### config.mk
export PLATFORM = sky130hd
export DESIGN_NAME = accel_average_step_detector_unit
export DESIGN_NICKNAME = d
export VERILOG_FILES = /design/src/sv/aasd_pkg.sv /design/src/sv/aasd_ram.sv /design/src/sv/aasd_regs.sv /design/src/sv/aasd_window.sv /design/src/sv/aasd_scale.sv /design/src/sv/aasd_detect.sv /design/src/sv/accel_average_step_detector_unit.sv
export SDC_FILE = /design/constraint.sdc
export NUM_CORES = 2
export LEC_CHECK = 0
export BUFFER_PORTS_ARGS = -buffer_cell sky130_fd_sc_hd__buf_2
export CORE_ASPECT_RATIO = 1.5
export CORE_MARGIN = 3
export CORE_UTILIZATION = 25
export DETAILED_ROUTE_END_ITERATION = 16
export GPL_TIMING_DRIVEN = 0
export PLACE_DENSITY_LB_ADDON = 0.1
export SLEW_MARGIN = 20
export SYNTH_ARGS = -nofsm -noshare
export SYNTH_HDL_FRONTEND = slang
export SYNTH_SLANG_ARGS = --single-unit
### constraint.sdc
create_clock -name i_clk -period 9.4 [get_ports i_clk]
set_input_delay 0.94 -clock i_clk [delete_from_list [all_inputs] [get_ports i_clk]]
set_output_delay 0.94 -clock i_clk [all_outputs]
set_load 0.01 [all_outputs]
### src/sv/aasd_pkg.sv
// Shared types, widths, register codes and reset values for the accelerometer
// average step detector. No dependencies; every file but aasd_ram imports it.
`default_nettype none

package aasd_pkg;

    // Field widths
    localparam int AXES     = 3;
    localparam int SAMPLE_W = 13;
    localparam int GRAV_W   = 14;
    localparam int LIMIT_W  = 16;
    localparam int MAG_W    = 16;
    localparam int AVG_W    = SAMPLE_W + 1;   // one bit wider than a sample
    localparam int DIFF_W   = GRAV_W + 1;     // average minus gravity
    localparam int ABS_W    = GRAV_W;         // |difference| stays below 2**14
    localparam int SQ_W     = 2 * ABS_W;
    localparam int TOTAL_W  = SQ_W + 2;       // sum of three squares

    localparam logic [MAG_W-1:0] MAG_MAX = {MAG_W{1'b1}};

    // Register port
    localparam int PADDR_W = 5;
    localparam int PDATA_W = 32;

    // Defaults for the top-level parameters
    localparam int DEF_WINDOW_DEPTH = 16;
    localparam int DEF_ROUND_SCALE  = 2;

    // Register reset values
    localparam logic signed [GRAV_W-1:0] GRAVITY_X_RST    = 14'sd0;
    localparam logic signed [GRAV_W-1:0] GRAVITY_Y_RST    = 14'sd0;
    localparam logic signed [GRAV_W-1:0] GRAVITY_Z_RST    = 14'sd256;
    localparam logic [LIMIT_W-1:0]       STEP_THRESH_RST  = 16'd4000;
    localparam logic [LIMIT_W-1:0]       REARM_THRESH_RST = 16'd1000;

    // Register indexes (byte address = 4 * index)
    typedef enum logic [2:0] {
        REG_GRAVITY_X    = 3'd0,
        REG_GRAVITY_Y    = 3'd1,
        REG_GRAVITY_Z    = 3'd2,
        REG_STEP_THRESH  = 3'd3,
        REG_REARM_THRESH = 3'd4
    } t_reg_idx;

    // Configuration handed from the register block to the detector
    typedef struct packed {
        logic signed [GRAV_W-1:0] gravity_x;
        logic signed [GRAV_W-1:0] gravity_y;
        logic signed [GRAV_W-1:0] gravity_z;
        logic [LIMIT_W-1:0]       step_thresh;
        logic [LIMIT_W-1:0]       rearm_thresh;
    } t_cfg;

    // Running sum width for a window of the given depth
    function automatic int sum_width(input int depth);
        return SAMPLE_W + $clog2(depth);
    endfunction

    // Width of scale * sum + depth, signed
    function automatic int num_width(input int depth, input int scale);
        return sum_width(depth) + $clog2(scale) + 1;
    endfunction

endpackage

`default_nettype wire

### src/sv/aasd_ram.sv
// Generic single-write, single-read RAM with a registered read port.
// No package dependency.
`default_nettype none

module aasd_ram #(
    parameter int WIDTH = 8,
    parameter int DEPTH = 16,
    localparam int ADDR_W = $clog2(DEPTH)
) (
    input  logic              i_clk,
    input  logic              i_we,
    input  logic [ADDR_W-1:0] i_waddr,
    input  logic [WIDTH-1:0]  i_wdata,
    input  logic              i_re,
    input  logic [ADDR_W-1:0] i_raddr,
    output logic [WIDTH-1:0]  o_rdata
);

    logic [WIDTH-1:0] r_mem [DEPTH];
    logic [WIDTH-1:0] r_rdata;

    // Write port
    always_ff @(posedge i_clk) begin
        if (i_we) begin
            r_mem[i_waddr] <= i_wdata;
        end
    end

    // Registered read, held while not enabled
    always_ff @(posedge i_clk) begin
        if (i_re) begin
            r_rdata <= r_mem[i_raddr];
        end
    end

    assign o_rdata = r_rdata;

endmodule

`default_nettype wire

### src/sv/aasd_regs.sv
// APB-style configuration registers: gravity vector and the two thresholds.
// Depends on aasd_pkg for widths, register codes and reset values.
`default_nettype none

module aasd_regs (
    input  logic                         i_clk,
    input  logic                         i_rst_n,
    input  logic                         psel,
    input  logic                         penable,
    input  logic                         pwrite,
    input  logic [aasd_pkg::PADDR_W-1:0] paddr,
    input  logic [aasd_pkg::PDATA_W-1:0] pwdata,
    output logic [aasd_pkg::PDATA_W-1:0] prdata,
    output logic                         pready,
    output aasd_pkg::t_cfg               o_cfg
);

    import aasd_pkg::*;

    t_cfg     r_cfg;
    t_reg_idx idx;
    logic     wr_en;

    assign pready = 1'b1;
    assign wr_en  = psel && penable && pwrite;
    assign idx    = t_reg_idx'(paddr[PADDR_W-1:2]);

    // Write registers; unknown addresses drop the write
    always_ff @(posedge i_clk) begin
        if (!i_rst_n) begin
            r_cfg.gravity_x    <= GRAVITY_X_RST;
            r_cfg.gravity_y    <= GRAVITY_Y_RST;
            r_cfg.gravity_z    <= GRAVITY_Z_RST;
            r_cfg.step_thresh  <= STEP_THRESH_RST;
            r_cfg.rearm_thresh <= REARM_THRESH_RST;
        end else if (wr_en) begin
            unique case (idx)
                REG_GRAVITY_X:    r_cfg.gravity_x    <= pwdata[GRAV_W-1:0];
                REG_GRAVITY_Y:    r_cfg.gravity_y    <= pwdata[GRAV_W-1:0];
                REG_GRAVITY_Z:    r_cfg.gravity_z    <= pwdata[GRAV_W-1:0];
                REG_STEP_THRESH:  r_cfg.step_thresh  <= pwdata[LIMIT_W-1:0];
                REG_REARM_THRESH: r_cfg.rearm_thresh <= pwdata[LIMIT_W-1:0];
                default: ;
            endcase
        end
    end

    // Read back, gravity sign-extended
    always_comb begin
        unique case (idx)
            REG_GRAVITY_X: prdata = {{(PDATA_W-GRAV_W){r_cfg.gravity_x[GRAV_W-1]}},
                                     r_cfg.gravity_x};
            REG_GRAVITY_Y: prdata = {{(PDATA_W-GRAV_W){r_cfg.gravity_y[GRAV_W-1]}},
                                     r_cfg.gravity_y};
            REG_GRAVITY_Z: prdata = {{(PDATA_W-GRAV_W){r_cfg.gravity_z[GRAV_W-1]}},
                                     r_cfg.gravity_z};
            REG_STEP_THRESH:  prdata = {{(PDATA_W-LIMIT_W){1'b0}}, r_cfg.step_thresh};
            REG_REARM_THRESH: prdata = {{(PDATA_W-LIMIT_W){1'b0}}, r_cfg.rearm_thresh};
            default:          prdata = '0;
        endcase
    end

    assign o_cfg = r_cfg;

endmodule

`default_nettype wire

### src/sv/aasd_window.sv
// Sample ring in RAM plus per-axis running sums; emits |scale*sum + depth| and sign.
// Depends on aasd_pkg and aasd_ram.
`default_nettype none

module aasd_window #(
    parameter int WINDOW_DEPTH = aasd_pkg::DEF_WINDOW_DEPTH,
    parameter int ROUND_SCALE  = aasd_pkg::DEF_ROUND_SCALE,
    localparam int NUM_W = aasd_pkg::num_width(WINDOW_DEPTH, ROUND_SCALE)
) (
    input  logic                                i_clk,
    input  logic                                i_rst_n,
    input  logic                                i_valid,
    output logic                                o_stall,
    input  logic signed [aasd_pkg::SAMPLE_W-1:0] i_sample_x,
    input  logic signed [aasd_pkg::SAMPLE_W-1:0] i_sample_y,
    input  logic signed [aasd_pkg::SAMPLE_W-1:0] i_sample_z,
    output logic                                o_valid,
    input  logic                                i_ready,
    output logic [NUM_W-1:0]                    o_num_abs [aasd_pkg::AXES],
    output logic                                o_num_neg [aasd_pkg::AXES]
);

    import aasd_pkg::*;

    localparam int SUM_W  = sum_width(WINDOW_DEPTH);
    localparam int SLOT_W = $clog2(WINDOW_DEPTH);
    localparam int RAM_W  = AXES * SAMPLE_W;
    localparam logic [SLOT_W-1:0]      LAST_SLOT = SLOT_W'(WINDOW_DEPTH - 1);
    localparam logic signed [NUM_W-1:0] SCALE_C  = NUM_W'(ROUND_SCALE);
    localparam logic signed [NUM_W-1:0] BIAS_C   = NUM_W'(WINDOW_DEPTH);

    // Slot pointer and first-lap flag (entries not yet written read as zero)
    logic [SLOT_W-1:0] r_slot;
    logic [SLOT_W-1:0] n_slot;
    logic              r_wrapped;

    // Stage 1: sample waiting for its old ring entry
    logic                       r_s1_v;
    logic [SLOT_W-1:0]          r_s1_slot;
    logic                       r_s1_live;
    logic signed [SAMPLE_W-1:0] r_s1_sample [AXES];

    // Stage A: rounding numerator, magnitude and sign
    logic             r_a_v;
    logic [NUM_W-1:0] r_abs [AXES];
    logic             r_neg [AXES];

    logic signed [SUM_W-1:0]    r_sum [AXES];
    logic signed [SUM_W-1:0]    n_sum [AXES];
    logic signed [SAMPLE_W-1:0] old_smp [AXES];
    logic signed [NUM_W-1:0]    n_num [AXES];

    logic [RAM_W-1:0] ram_rdata;
    logic [RAM_W-1:0] ram_wdata;

    logic accept;
    logic s1_ready;
    logic s1_adv;
    logic a_ready;

    // Handshake
    assign a_ready  = !r_a_v || i_ready;
    assign s1_ready = !r_s1_v || a_ready;
    assign s1_adv   = r_s1_v && a_ready;
    assign accept   = i_valid && s1_ready;
    assign o_stall  = !s1_ready;
    assign o_valid  = r_a_v;

    assign n_slot    = (r_slot == LAST_SLOT) ? '0 : r_slot + 1'b1;
    assign ram_wdata = {r_s1_sample[2], r_s1_sample[1], r_s1_sample[0]};

    // Update sums and form scale*sum + depth
    always_comb begin
        for (int k = 0; k < AXES; k++) begin
            old_smp[k] = r_s1_live ? $signed(ram_rdata[k*SAMPLE_W +: SAMPLE_W]) : '0;
            n_sum[k]   = r_sum[k] + SUM_W'(r_s1_sample[k]) - SUM_W'(old_smp[k]);
            n_num[k]   = NUM_W'(n_sum[k]) * SCALE_C + BIAS_C;
        end
    end

    // Ring memory, all three axes in one word
    aasd_ram #(
        .WIDTH (RAM_W),
        .DEPTH (WINDOW_DEPTH)
    ) u_ring (
        .i_clk   (i_clk),
        .i_we    (s1_adv),
        .i_waddr (r_s1_slot),
        .i_wdata (ram_wdata),
        .i_re    (accept),
        .i_raddr (r_slot),
        .o_rdata (ram_rdata)
    );

    // Control state
    always_ff @(posedge i_clk) begin
        if (!i_rst_n) begin
            r_slot    <= '0;
            r_wrapped <= 1'b0;
            r_s1_v    <= 1'b0;
            r_a_v     <= 1'b0;
            for (int k = 0; k < AXES; k++) begin
                r_sum[k] <= '0;
            end
        end else begin
            if (accept) begin
                r_slot <= n_slot;
                if (r_slot == LAST_SLOT) begin
                    r_wrapped <= 1'b1;
                end
            end
            if (s1_ready) begin
                r_s1_v <= i_valid;
            end
            if (a_ready) begin
                r_a_v <= r_s1_v;
            end
            if (s1_adv) begin
                r_sum <= n_sum;
            end
        end
    end

    // Payload
    always_ff @(posedge i_clk) begin
        if (accept) begin
            r_s1_sample[0] <= i_sample_x;
            r_s1_sample[1] <= i_sample_y;
            r_s1_sample[2] <= i_sample_z;
            r_s1_slot      <= r_slot;
            r_s1_live      <= r_wrapped;
        end
        if (s1_adv) begin
            for (int k = 0; k < AXES; k++) begin
                r_neg[k] <= n_num[k][NUM_W-1];
                r_abs[k] <= n_num[k][NUM_W-1] ? $unsigned(-n_num[k]) : $unsigned(n_num[k]);
            end
        end
    end

    assign o_num_abs = r_abs;
    assign o_num_neg = r_neg;

endmodule

`default_nettype wire

### src/sv/aasd_scale.sv
// Divide by scale*depth through a reciprocal multiply, truncating toward zero.
// Depends on aasd_pkg.
`default_nettype none

module aasd_scale #(
    parameter int WINDOW_DEPTH = aasd_pkg::DEF_WINDOW_DEPTH,
    parameter int ROUND_SCALE  = aasd_pkg::DEF_ROUND_SCALE,
    localparam int NUM_W = aasd_pkg::num_width(WINDOW_DEPTH, ROUND_SCALE)
) (
    input  logic                              i_clk,
    input  logic                              i_rst_n,
    input  logic                              i_valid,
    output logic                              o_ready,
    input  logic [NUM_W-1:0]                  i_num_abs [aasd_pkg::AXES],
    input  logic                              i_num_neg [aasd_pkg::AXES],
    output logic                              o_valid,
    input  logic                              i_ready,
    output logic signed [aasd_pkg::AVG_W-1:0] o_avg [aasd_pkg::AXES]
);

    import aasd_pkg::*;

    // floor(n / D) = (n * ceil(2**K / D)) >> K, exact for n < 2**NUM_W
    localparam int DIVISOR = ROUND_SCALE * WINDOW_DEPTH;
    localparam int SHIFT_K = NUM_W + $clog2(DIVISOR);
    localparam int MAGIC_W = NUM_W + 1;
    localparam int PROD_W  = NUM_W + MAGIC_W;
    localparam int Q_W     = SAMPLE_W;
    localparam logic [63:0] MAGIC_FULL =
        ((64'd1 << SHIFT_K) + 64'(DIVISOR) - 64'd1) / 64'(DIVISOR);
    localparam logic [MAGIC_W-1:0] MAGIC = MAGIC_FULL[MAGIC_W-1:0];

    logic              r_b_v;
    logic [PROD_W-1:0] r_prod [AXES];
    logic              r_b_neg [AXES];

    logic                    r_c_v;
    logic signed [AVG_W-1:0] r_avg [AXES];
    logic signed [AVG_W-1:0] n_avg [AXES];
    logic [Q_W-1:0]          quo [AXES];

    logic b_ready;
    logic c_ready;

    assign c_ready = !r_c_v || i_ready;
    assign b_ready = !r_b_v || c_ready;
    assign o_ready = b_ready;
    assign o_valid = r_c_v;

    // Take the quotient and restore the sign
    always_comb begin
        for (int k = 0; k < AXES; k++) begin
            quo[k]   = r_prod[k][SHIFT_K +: Q_W];
            n_avg[k] = r_b_neg[k] ? -$signed({1'b0, quo[k]}) : $signed({1'b0, quo[k]});
        end
    end

    // Valid chain
    always_ff @(posedge i_clk) begin
        if (!i_rst_n) begin
            r_b_v <= 1'b0;
            r_c_v <= 1'b0;
        end else begin
            if (b_ready) begin
                r_b_v <= i_valid;
            end
            if (c_ready) begin
                r_c_v <= r_b_v;
            end
        end
    end

    // Multiply, then register the averages
    always_ff @(posedge i_clk) begin
        if (i_valid && b_ready) begin
            for (int k = 0; k < AXES; k++) begin
                r_prod[k]  <= PROD_W'(i_num_abs[k]) * PROD_W'(MAGIC);
                r_b_neg[k] <= i_num_neg[k];
            end
        end
        if (r_b_v && c_ready) begin
            r_avg <= n_avg;
        end
    end

    assign o_avg = r_avg;

endmodule

`default_nettype wire

### src/sv/aasd_detect.sv
// Gravity removal, squared magnitude with saturation, armed step decision, output register.
// Depends on aasd_pkg.
`default_nettype none

module aasd_detect (
    input  logic                                 i_clk,
    input  logic                                 i_rst_n,
    input  aasd_pkg::t_cfg                       i_cfg,
    input  logic                                 i_valid,
    output logic                                 o_ready,
    input  logic signed [aasd_pkg::AVG_W-1:0]    i_avg [aasd_pkg::AXES],
    output logic                                 o_valid,
    input  logic                                 i_stall,
    output logic signed [aasd_pkg::SAMPLE_W-1:0] o_avg_x,
    output logic signed [aasd_pkg::SAMPLE_W-1:0] o_avg_y,
    output logic signed [aasd_pkg::SAMPLE_W-1:0] o_avg_z,
    output logic [aasd_pkg::MAG_W-1:0]           o_magnitude,
    output logic                                 o_step_seen
);

    import aasd_pkg::*;

    logic signed [GRAV_W-1:0] grav [AXES];
    logic signed [DIFF_W-1:0] diff [AXES];
    logic [ABS_W-1:0]         diff_abs [AXES];

    // Stage D: squares
    logic                       r_d_v;
    logic signed [SAMPLE_W-1:0] r_d_avg [AXES];
    logic [SQ_W-1:0]            r_sq [AXES];

    // Stage E: result
    logic                       r_e_v;
    logic signed [SAMPLE_W-1:0] r_out_avg [AXES];
    logic [MAG_W-1:0]           r_mag;
    logic                       r_step;
    logic                       r_armed;

    logic [TOTAL_W-1:0] total;
    logic [MAG_W-1:0]   mag;
    logic               step;
    logic               d_ready;
    logic               e_ready;
    logic               d_adv;

    assign e_ready = !r_e_v || !i_stall;
    assign d_ready = !r_d_v || e_ready;
    assign d_adv   = r_d_v && e_ready;
    assign o_ready = d_ready;
    assign o_valid = r_e_v;

    assign grav[0] = i_cfg.gravity_x;
    assign grav[1] = i_cfg.gravity_y;
    assign grav[2] = i_cfg.gravity_z;

    // Remove gravity and take the absolute difference
    always_comb begin
        for (int k = 0; k < AXES; k++) begin
            diff[k]     = DIFF_W'(i_avg[k]) - DIFF_W'(grav[k]);
            diff_abs[k] = diff[k][DIFF_W-1] ? ABS_W'(-diff[k]) : ABS_W'(diff[k]);
        end
    end

    // Saturate the magnitude and decide on a step
    always_comb begin
        total = TOTAL_W'(r_sq[0]) + TOTAL_W'(r_sq[1]) + TOTAL_W'(r_sq[2]);
        mag   = (total > TOTAL_W'(MAG_MAX)) ? MAG_MAX : total[MAG_W-1:0];
        step  = r_armed && (mag > i_cfg.step_thresh);
    end

    // Control state
    always_ff @(posedge i_clk) begin
        if (!i_rst_n) begin
            r_d_v   <= 1'b0;
            r_e_v   <= 1'b0;
            r_armed <= 1'b0;
        end else begin
            if (d_ready) begin
                r_d_v <= i_valid;
            end
            if (e_ready) begin
                r_e_v <= r_d_v;
            end
            if (d_adv) begin
                if (step) begin
                    r_armed <= 1'b0;
                end else if (mag < i_cfg.rearm_thresh) begin
                    r_armed <= 1'b1;
                end
            end
        end
    end

    // Payload
    always_ff @(posedge i_clk) begin
        if (i_valid && d_ready) begin
            for (int k = 0; k < AXES; k++) begin
                r_d_avg[k] <= i_avg[k][SAMPLE_W-1:0];
                r_sq[k]    <= SQ_W'(diff_abs[k]) * SQ_W'(diff_abs[k]);
            end
        end
        if (d_adv) begin
            r_out_avg <= r_d_avg;
            r_mag     <= mag;
            r_step    <= step;
        end
    end

    assign o_avg_x     = r_out_avg[0];
    assign o_avg_y     = r_out_avg[1];
    assign o_avg_z     = r_out_avg[2];
    assign o_magnitude = r_mag;
    assign o_step_seen = r_step;

endmodule

`default_nettype wire

### src/sv/accel_average_step_detector_unit.sv
// Accelerometer moving-average step detector. Takes one three-axis sample per clock while
// o_stall is low, a rate set by the ring RAM's one read and one write per sample and by the
// running sums. Returns one result per sample, in order, six register stages later (ring
// read, running sum update, reciprocal multiply, average, squares, result). The ring needs
// no clearing pass after reset: a first-lap flag makes unwritten entries read as zero.
// Configuration (gravity vector, step and re-arm thresholds) is written over the APB port;
// the user must write it only while no request is in flight; the block does not enforce it.
// Depends on aasd_pkg, aasd_regs, aasd_window, aasd_scale, aasd_detect and aasd_ram.
`default_nettype none

module accel_average_step_detector_unit #(
    parameter int WINDOW_DEPTH = aasd_pkg::DEF_WINDOW_DEPTH,
    parameter int ROUND_SCALE  = aasd_pkg::DEF_ROUND_SCALE
) (
    input  logic                                 i_clk,
    input  logic                                 i_rst_n,
    // Sample request
    input  logic                                 i_valid,
    output logic                                 o_stall,
    input  logic signed [aasd_pkg::SAMPLE_W-1:0] i_sample_x,
    input  logic signed [aasd_pkg::SAMPLE_W-1:0] i_sample_y,
    input  logic signed [aasd_pkg::SAMPLE_W-1:0] i_sample_z,
    // Result request
    output logic                                 o_valid,
    input  logic                                 i_stall,
    output logic signed [aasd_pkg::SAMPLE_W-1:0] o_avg_x,
    output logic signed [aasd_pkg::SAMPLE_W-1:0] o_avg_y,
    output logic signed [aasd_pkg::SAMPLE_W-1:0] o_avg_z,
    output logic [aasd_pkg::MAG_W-1:0]           o_magnitude,
    output logic                                 o_step_seen,
    // Configuration port
    input  logic                                 psel,
    input  logic                                 penable,
    input  logic                                 pwrite,
    input  logic [aasd_pkg::PADDR_W-1:0]         paddr,
    input  logic [aasd_pkg::PDATA_W-1:0]         pwdata,
    output logic [aasd_pkg::PDATA_W-1:0]         prdata,
    output logic                                 pready
);

    import aasd_pkg::*;

    localparam int NUM_W = num_width(WINDOW_DEPTH, ROUND_SCALE);

    t_cfg cfg;

    logic             win_valid;
    logic             win_ready;
    logic [NUM_W-1:0] num_abs [AXES];
    logic             num_neg [AXES];

    logic                    avg_valid;
    logic                    avg_ready;
    logic signed [AVG_W-1:0] avg [AXES];

    // Configuration registers
    aasd_regs u_regs (
        .i_clk   (i_clk),
        .i_rst_n (i_rst_n),
        .psel    (psel),
        .penable (penable),
        .pwrite  (pwrite),
        .paddr   (paddr),
        .pwdata  (pwdata),
        .prdata  (prdata),
        .pready  (pready),
        .o_cfg   (cfg)
    );

    // Ring and running sums
    aasd_window #(
        .WINDOW_DEPTH (WINDOW_DEPTH),
        .ROUND_SCALE  (ROUND_SCALE)
    ) u_window (
        .i_clk      (i_clk),
        .i_rst_n    (i_rst_n),
        .i_valid    (i_valid),
        .o_stall    (o_stall),
        .i_sample_x (i_sample_x),
        .i_sample_y (i_sample_y),
        .i_sample_z (i_sample_z),
        .o_valid    (win_valid),
        .i_ready    (win_ready),
        .o_num_abs  (num_abs),
        .o_num_neg  (num_neg)
    );

    // Rounded averages
    aasd_scale #(
        .WINDOW_DEPTH (WINDOW_DEPTH),
        .ROUND_SCALE  (ROUND_SCALE)
    ) u_scale (
        .i_clk     (i_clk),
        .i_rst_n   (i_rst_n),
        .i_valid   (win_valid),
        .o_ready   (win_ready),
        .i_num_abs (num_abs),
        .i_num_neg (num_neg),
        .o_valid   (avg_valid),
        .i_ready   (avg_ready),
        .o_avg     (avg)
    );

    // Magnitude and step decision
    aasd_detect u_detect (
        .i_clk       (i_clk),
        .i_rst_n     (i_rst_n),
        .i_cfg       (cfg),
        .i_valid     (avg_valid),
        .o_ready     (avg_ready),
        .i_avg       (avg),
        .o_valid     (o_valid),
        .i_stall     (i_stall),
        .o_avg_x     (o_avg_x),
        .o_avg_y     (o_avg_y),
        .o_avg_z     (o_avg_z),
        .o_magnitude (o_magnitude),
        .o_step_seen (o_step_seen)
    );

endmodule

`default_nettype wire

Word-level counts from Yosys, hierarchy flattened --
Memory sizes are Yosys's and may differ from the RTL's. A register that Yosys moved wholly into a read port is not among the register bits. Index checks and enable logic that the tools add are counted.
Cells by class: multipliers 3, eq/ne operators 5, reduce and logical (&&, ||, !) cells 32, magnitude comparators 3, multiplexer cells 25, add/subtract/negate cells 24
Operators by type and width (number):
- 32-bit one-hot mux with 5 select lines | 1
- 14-bit by 14-bit multiplier with 28-bit output | 3
- 13-bit 2-to-1 mux | 6
- 18-bit by 6-bit adder with 19-bit output (second input constant) | 3
- 19-bit negation | 3
- 18-bit 2-to-1 mux | 3
- 17-bit by 13-bit adder with 17-bit output | 3
- 17-bit by 13-bit subtractor with 17-bit output | 3
- 14-bit by 14-bit subtractor with 15-bit output | 3
- 14-bit 2-to-1 mux | 3
- 13-bit negation with 14-bit output | 3
- 14-bit negation | 3
- 30-bit by 28-bit adder with 30-bit output | 1
- 30-bit by 16-bit > comparator with 1-bit output (second input constant) | 1
- 28-bit by 28-bit adder with 29-bit output | 1
- 16-bit > comparator | 1
- 16-bit less-than comparator | 1
- 16-bit 2-to-1 mux | 1
- 2-bit AND reduction | 7
- 1-bit 2-to-1 mux | 10
- 1-bit logical AND | 9
- 1-bit logical NOT | 8
- 3-bit by 2-bit == test with 1-bit output (second input constant) | 2
- 1-bit logical OR | 6
- other kinds (7) | 7
Storage, ports and cells: memory bits (writable) 807, memories 5, register bits 339, input bits 83, output and inout bits 91
Memories:
- u_window.u_ring.r_mem | words 16, bits a word 39, read ports 1, clocked after Yosys merged registers in 1, write ports 1, RTL line aasd_ram.sv:19 | logic [WIDTH-1:0] r_mem [DEPTH];
- u_detect.r_sq | words 3, bits a word 28, read ports 3, clocked after Yosys merged registers in 0, write ports 3, RTL line aasd_detect.sv:30 | logic [SQ_W-1:0] r_sq [AXES];
- u_scale.r_prod | words 3, bits a word 19, read ports 3, clocked after Yosys merged registers in 0, write ports 3, RTL line aasd_scale.sv:34 | logic [PROD_W-1:0] r_prod [AXES];
- u_window.r_s1_sample | words 3, bits a word 13, read ports 3, clocked after Yosys merged registers in 0, write ports 3, RTL line aasd_window.sv:41 | logic signed [SAMPLE_W-1:0] r_s1_sample [AXES];
- u_scale.r_b_neg | words 3, bits a word 1, read ports 3, clocked after Yosys merged registers in 0, write ports 3, RTL line aasd_scale.sv:35 | logic r_b_neg [AXES];

Logic depth before layout (Yosys ltp) --
depth in word-level cells 10, depth in mapped cells 40, mapped depth without buffers 39

Modules after synthesis --
From an unflattened synthesis, not the netlist that was laid out.
Unflattened totals: cell total of the unflattened synthesis 5853, area total of the unflattened synthesis 71494.8 um^2
Modules (own cells, without submodules):
- aasd_detect | area an instance 28137.0 um^2, instances 1, cells an instance 2953
- aasd_ram | area an instance 24576.1 um^2, instances 1, cells an instance 1014
- aasd_window | area an instance 11855.1 um^2, instances 1, cells an instance 1313
- aasd_regs | area an instance 3533.4 um^2, instances 1, cells an instance 371
- aasd_scale | area an instance 3393.3 um^2, instances 1, cells an instance 202

Worst setup path after synthesis --
Ideal clock, no wire load.
kind flip-flop to flip-flop, start register u_scale.r_avg (netlist bit u_scale.o_avg[28]), end memory u_detect.r_sq[0][26] in the netlist's numbering (data pin), required time 9135 ps, data arrival time 8394 ps, library setup time 265 ps, cell stages (with the launch flop) 35, path buffers 1, path slack 741 ps, clock period less this slack 8659 ps, cells stage by stage edfxtp_1 -> inv_1 -> ha_1 -> fa_1 -> nor2b_1 -> o31a_1 -> a21oi_1 -> or3_1 -> nor4_1 -> a41oi_1 -> a211oi_1 -> xnor2_1 -> clkbuf_1 -> nand2b_1 -> fa_1 -> fa_1 -> inv_1 -> fa_1 -> fa_1 -> fa_1 -> inv_1 -> fa_1 -> inv_1 -> ha_1 -> nand4_1 -> inv_1 -> nand4_1 -> nor2b_1 -> o2111ai_1 -> and3_1 -> or3b_1 -> o21a_1 -> o211ai_2 -> or4_1 -> nand3_1
RTL lines:
- from (decl) | RTL line aasd_scale.sv:38 | logic signed [AVG_W-1:0] r_avg [AXES];
- from (signal assigned) | RTL line aasd_scale.sv:82 | r_avg <= n_avg;
- to (decl) | RTL line aasd_detect.sv:30

==> impl_metrics.toml <==
[cts]
tritoncts = "built"
cts_sinks = 1146
postCtsHoldBufs = 0
clk_pin_slew_ns = 0.06
cts_buffer_depth = 4
htreeDepth = 4
cts.root.buffer_cell = "clkbuf_16"
clk_latency_ns = 0.80
numCtsBuffers = 143

[die]
die-area_mm2 = 0.286
num_rows = 237
core_area_mm2 = 0.278
die_x_um = 438
die_h_um = 654
initial_core_util_pct = 25.1
pin_count = 174

[placed_design]
portBuffers = 153
gp_congestion = 0.815
post-dp-hpwl_um = 174000
place_area_mm2 = 0.0772

[yosys]
ys_seq_elements = 1146
synth-warning-count = 0
synth-seq-area-share_pct = 47.3
synth_cells = 5733
syn_avg_cell_area_um2 = 12.2
netlist_area_mm2 = 0.0699
synth_fp_nets = 6667
synth_cell_types = 111
ys_async_sr_fraction_pct = 0
synthFlopType = "edfxtp_1"
synth_edf_count = 1009

[min_path]
hold-path-endpoint = "u_window.r_s1_sample[0][16]"
holdCritStartpoint = "i_sample_y[3]"
hold_path.class = "in2reg"
worstHoldPathCells = 1

[routing]
drt_pass1_iterations = 7
drt-total-wl_um = 217000
drc = 0
drt-initial-drc-count = 2177
ant_nets = 0
vias_per_cell = 4.42
wire_per_inst_um = 21.8
via_count = 44100

[timing]
hold_ws_ns = 0.316
rsz0062_at_grt = "yes"
max_freq_mhz = 108
tightest_slew_ns = 1.09
finalSetupViolCount = 0
fin_skew_ns = 0.0528
min_period_ns = 9.22
drv_slew = 0
relSlewSlack_pct = 27.4
fin_setup_tns_ns = 0
finalCritPeriodShare_pct = 98.1
hold_viol = 0

[worst_setup_path]
cpMostUsedCell = "fa_1"
cp.required_ns = 9.90
timing.critical_path.buf_inv = 6
worstSetupStartpoint = "u_scale.o_avg[29]"
worstPathMaxFanout = 5
r2r-end = "u_detect.r_sq[0][26]"
cp-end-kind = "register"
r2r_slack_ns = 0.18
cp-start-kind = "register"
reg2regPathDepth = 33
critPathMaxStageDelay_ns = 0.53
critical-path-top-delay-family = "adder cells"
cp_slowest_cell = "fa_1"
critPathKind = "reg2reg"
path_depth = 33
crit_arrival_ns = 9.72
r2r_start = "u_scale.o_avg[29]"

[grt]
grt.met1_usage_pct = 16.3
grt_pass1_wl_um = 319000
grt_pass1_vias = 47800
grt_usage_pct = 15.1
busiest_layer = "met2"
use_met3_pct = 2.73
grt_max_degree = 33
antenna_found_initial = 26
gr-total-overflow = 0
gr-usage-met2_pct = 29.8

[cells_and_area]
layout_commonest_cell = "edfxtp_1"
mostFrequentLayoutCells = "edfxtp_1, inv_1, nand2_1, ha_1, fa_1"
drive_gt1_share_pct = 15.2
utilization_pct = 29.9
area_growth_pct = 19.0
design_area_mm2 = 0.0832
final_nets = 7097

[pwr]
peakVddDrop_uv = 410
report.power.total_uw = 28100
p_leak_uw = 0.0320
p_per_area_mw_per_mm2 = 338

[status]
outcome = "finished clean"

[flow_run]
drv_cap = 0
-- how the worst max path moves through the flow --
stage,endpoint
after floorplan,u_detect.r_sq[0][26]
after global placement,u_detect.r_sq[0][40]
after detailed placement,u_detect.r_sq[0][26]
after CTS,u_detect.r_sq[0][26]
after global routing,u_detect.r_sq[0][26]
final,u_detect.r_sq[0][26]
-- synthesized netlist by cell type (all sizes together), types with 77 or more instances --
cell,instances,area [µm²]
nor2,337,1270
mux4,195,4390
edfxtp,1009,30300
inv,847,3180
clkbuf,124,465
fa,402,8050
a21o,77,578
xor2,116,1020
nand2,522,1960
dfxtp,137,2740
xnor2,213,1890
a21oi,256,1290
ha,449,5620
o21ai,139,714
-- final cells by class --
cell class                 count  area [µm²]
timing repair buffer         289        2870
inverter                     860        3270
clock buffer                 177        3820
tap                         3704        4630
fill                       28500      195000
clock inverter                63         551
buffer                       159         738
sequential                  1146       33000
antenna                       11        27.5
multi-input combinational   3564       34200
-- cell families after synthesis --
family	count (synthesis)	share of synthesized area (%)
compound gates	835	7.95
flops	1146	47.3
mux	222	6.68
xor+xnor	329	4.17
buf+inv	1023	5.62
other cells	1	0.00537
fa+ha+maj	851	19.6
simple gates	1326	8.76
-- per-layer routing --
| metal | vias up | part of all wire [%] |
|---|---|---|
| li1 | 20900 | - |
| met1 | 22200 | 37 |
| met2 | 667 | 56 |
| met3 | 289 | 4.3 |
| met4 | 14 | 2.8 |
| met5 | - | 0.041 |
-- timing repair --
item,CTS,global route
pin swaps,10,61
endpoints found under the setup margin,39,24
gates resized for setup,102,126
buffers inserted,22,31
cloned,0,0
-- sequential cells by signal, indices dropped and copies added (netlist names), 13 cells and up --
name                     count
u_detect.r_d_avg            39
u_detect.o_avg_x            13
u_window.u_ring.r_mem      624
u_detect.o_magnitude        16
u_window.r_s1_sample        39
u_detect.o_avg_y            13
u_scale.o_avg               42
u_regs.o_cfg                74
u_window.u_ring.o_rdata     39
u_window.r_sum              51
u_detect.r_sq               81
u_detect.o_avg_z            13
u_scale.r_prod              39
u_window.o_num_abs          39
-- power breakdown --
| group | internal (µW) | switching (µW) |
|---|---|---|
| logic | 6620 | 9390 |
| registers | 6580 | 194 |
| clock network | 3100 | 2210 |
| total | 16300 | 11800 |
-- through the flow --
stage | cells | setup slack (ns)
after global routing | 9965 | -0.0231
after global placement | 9590 | -1.88
after floorplan | 5733 | 0.741
after CTS | 9934 | -0.00250
final | 9973 | 0.181
after detailed placement | 9673 | -1.35
No activity file was read; power rests on OpenSTA's default activity.
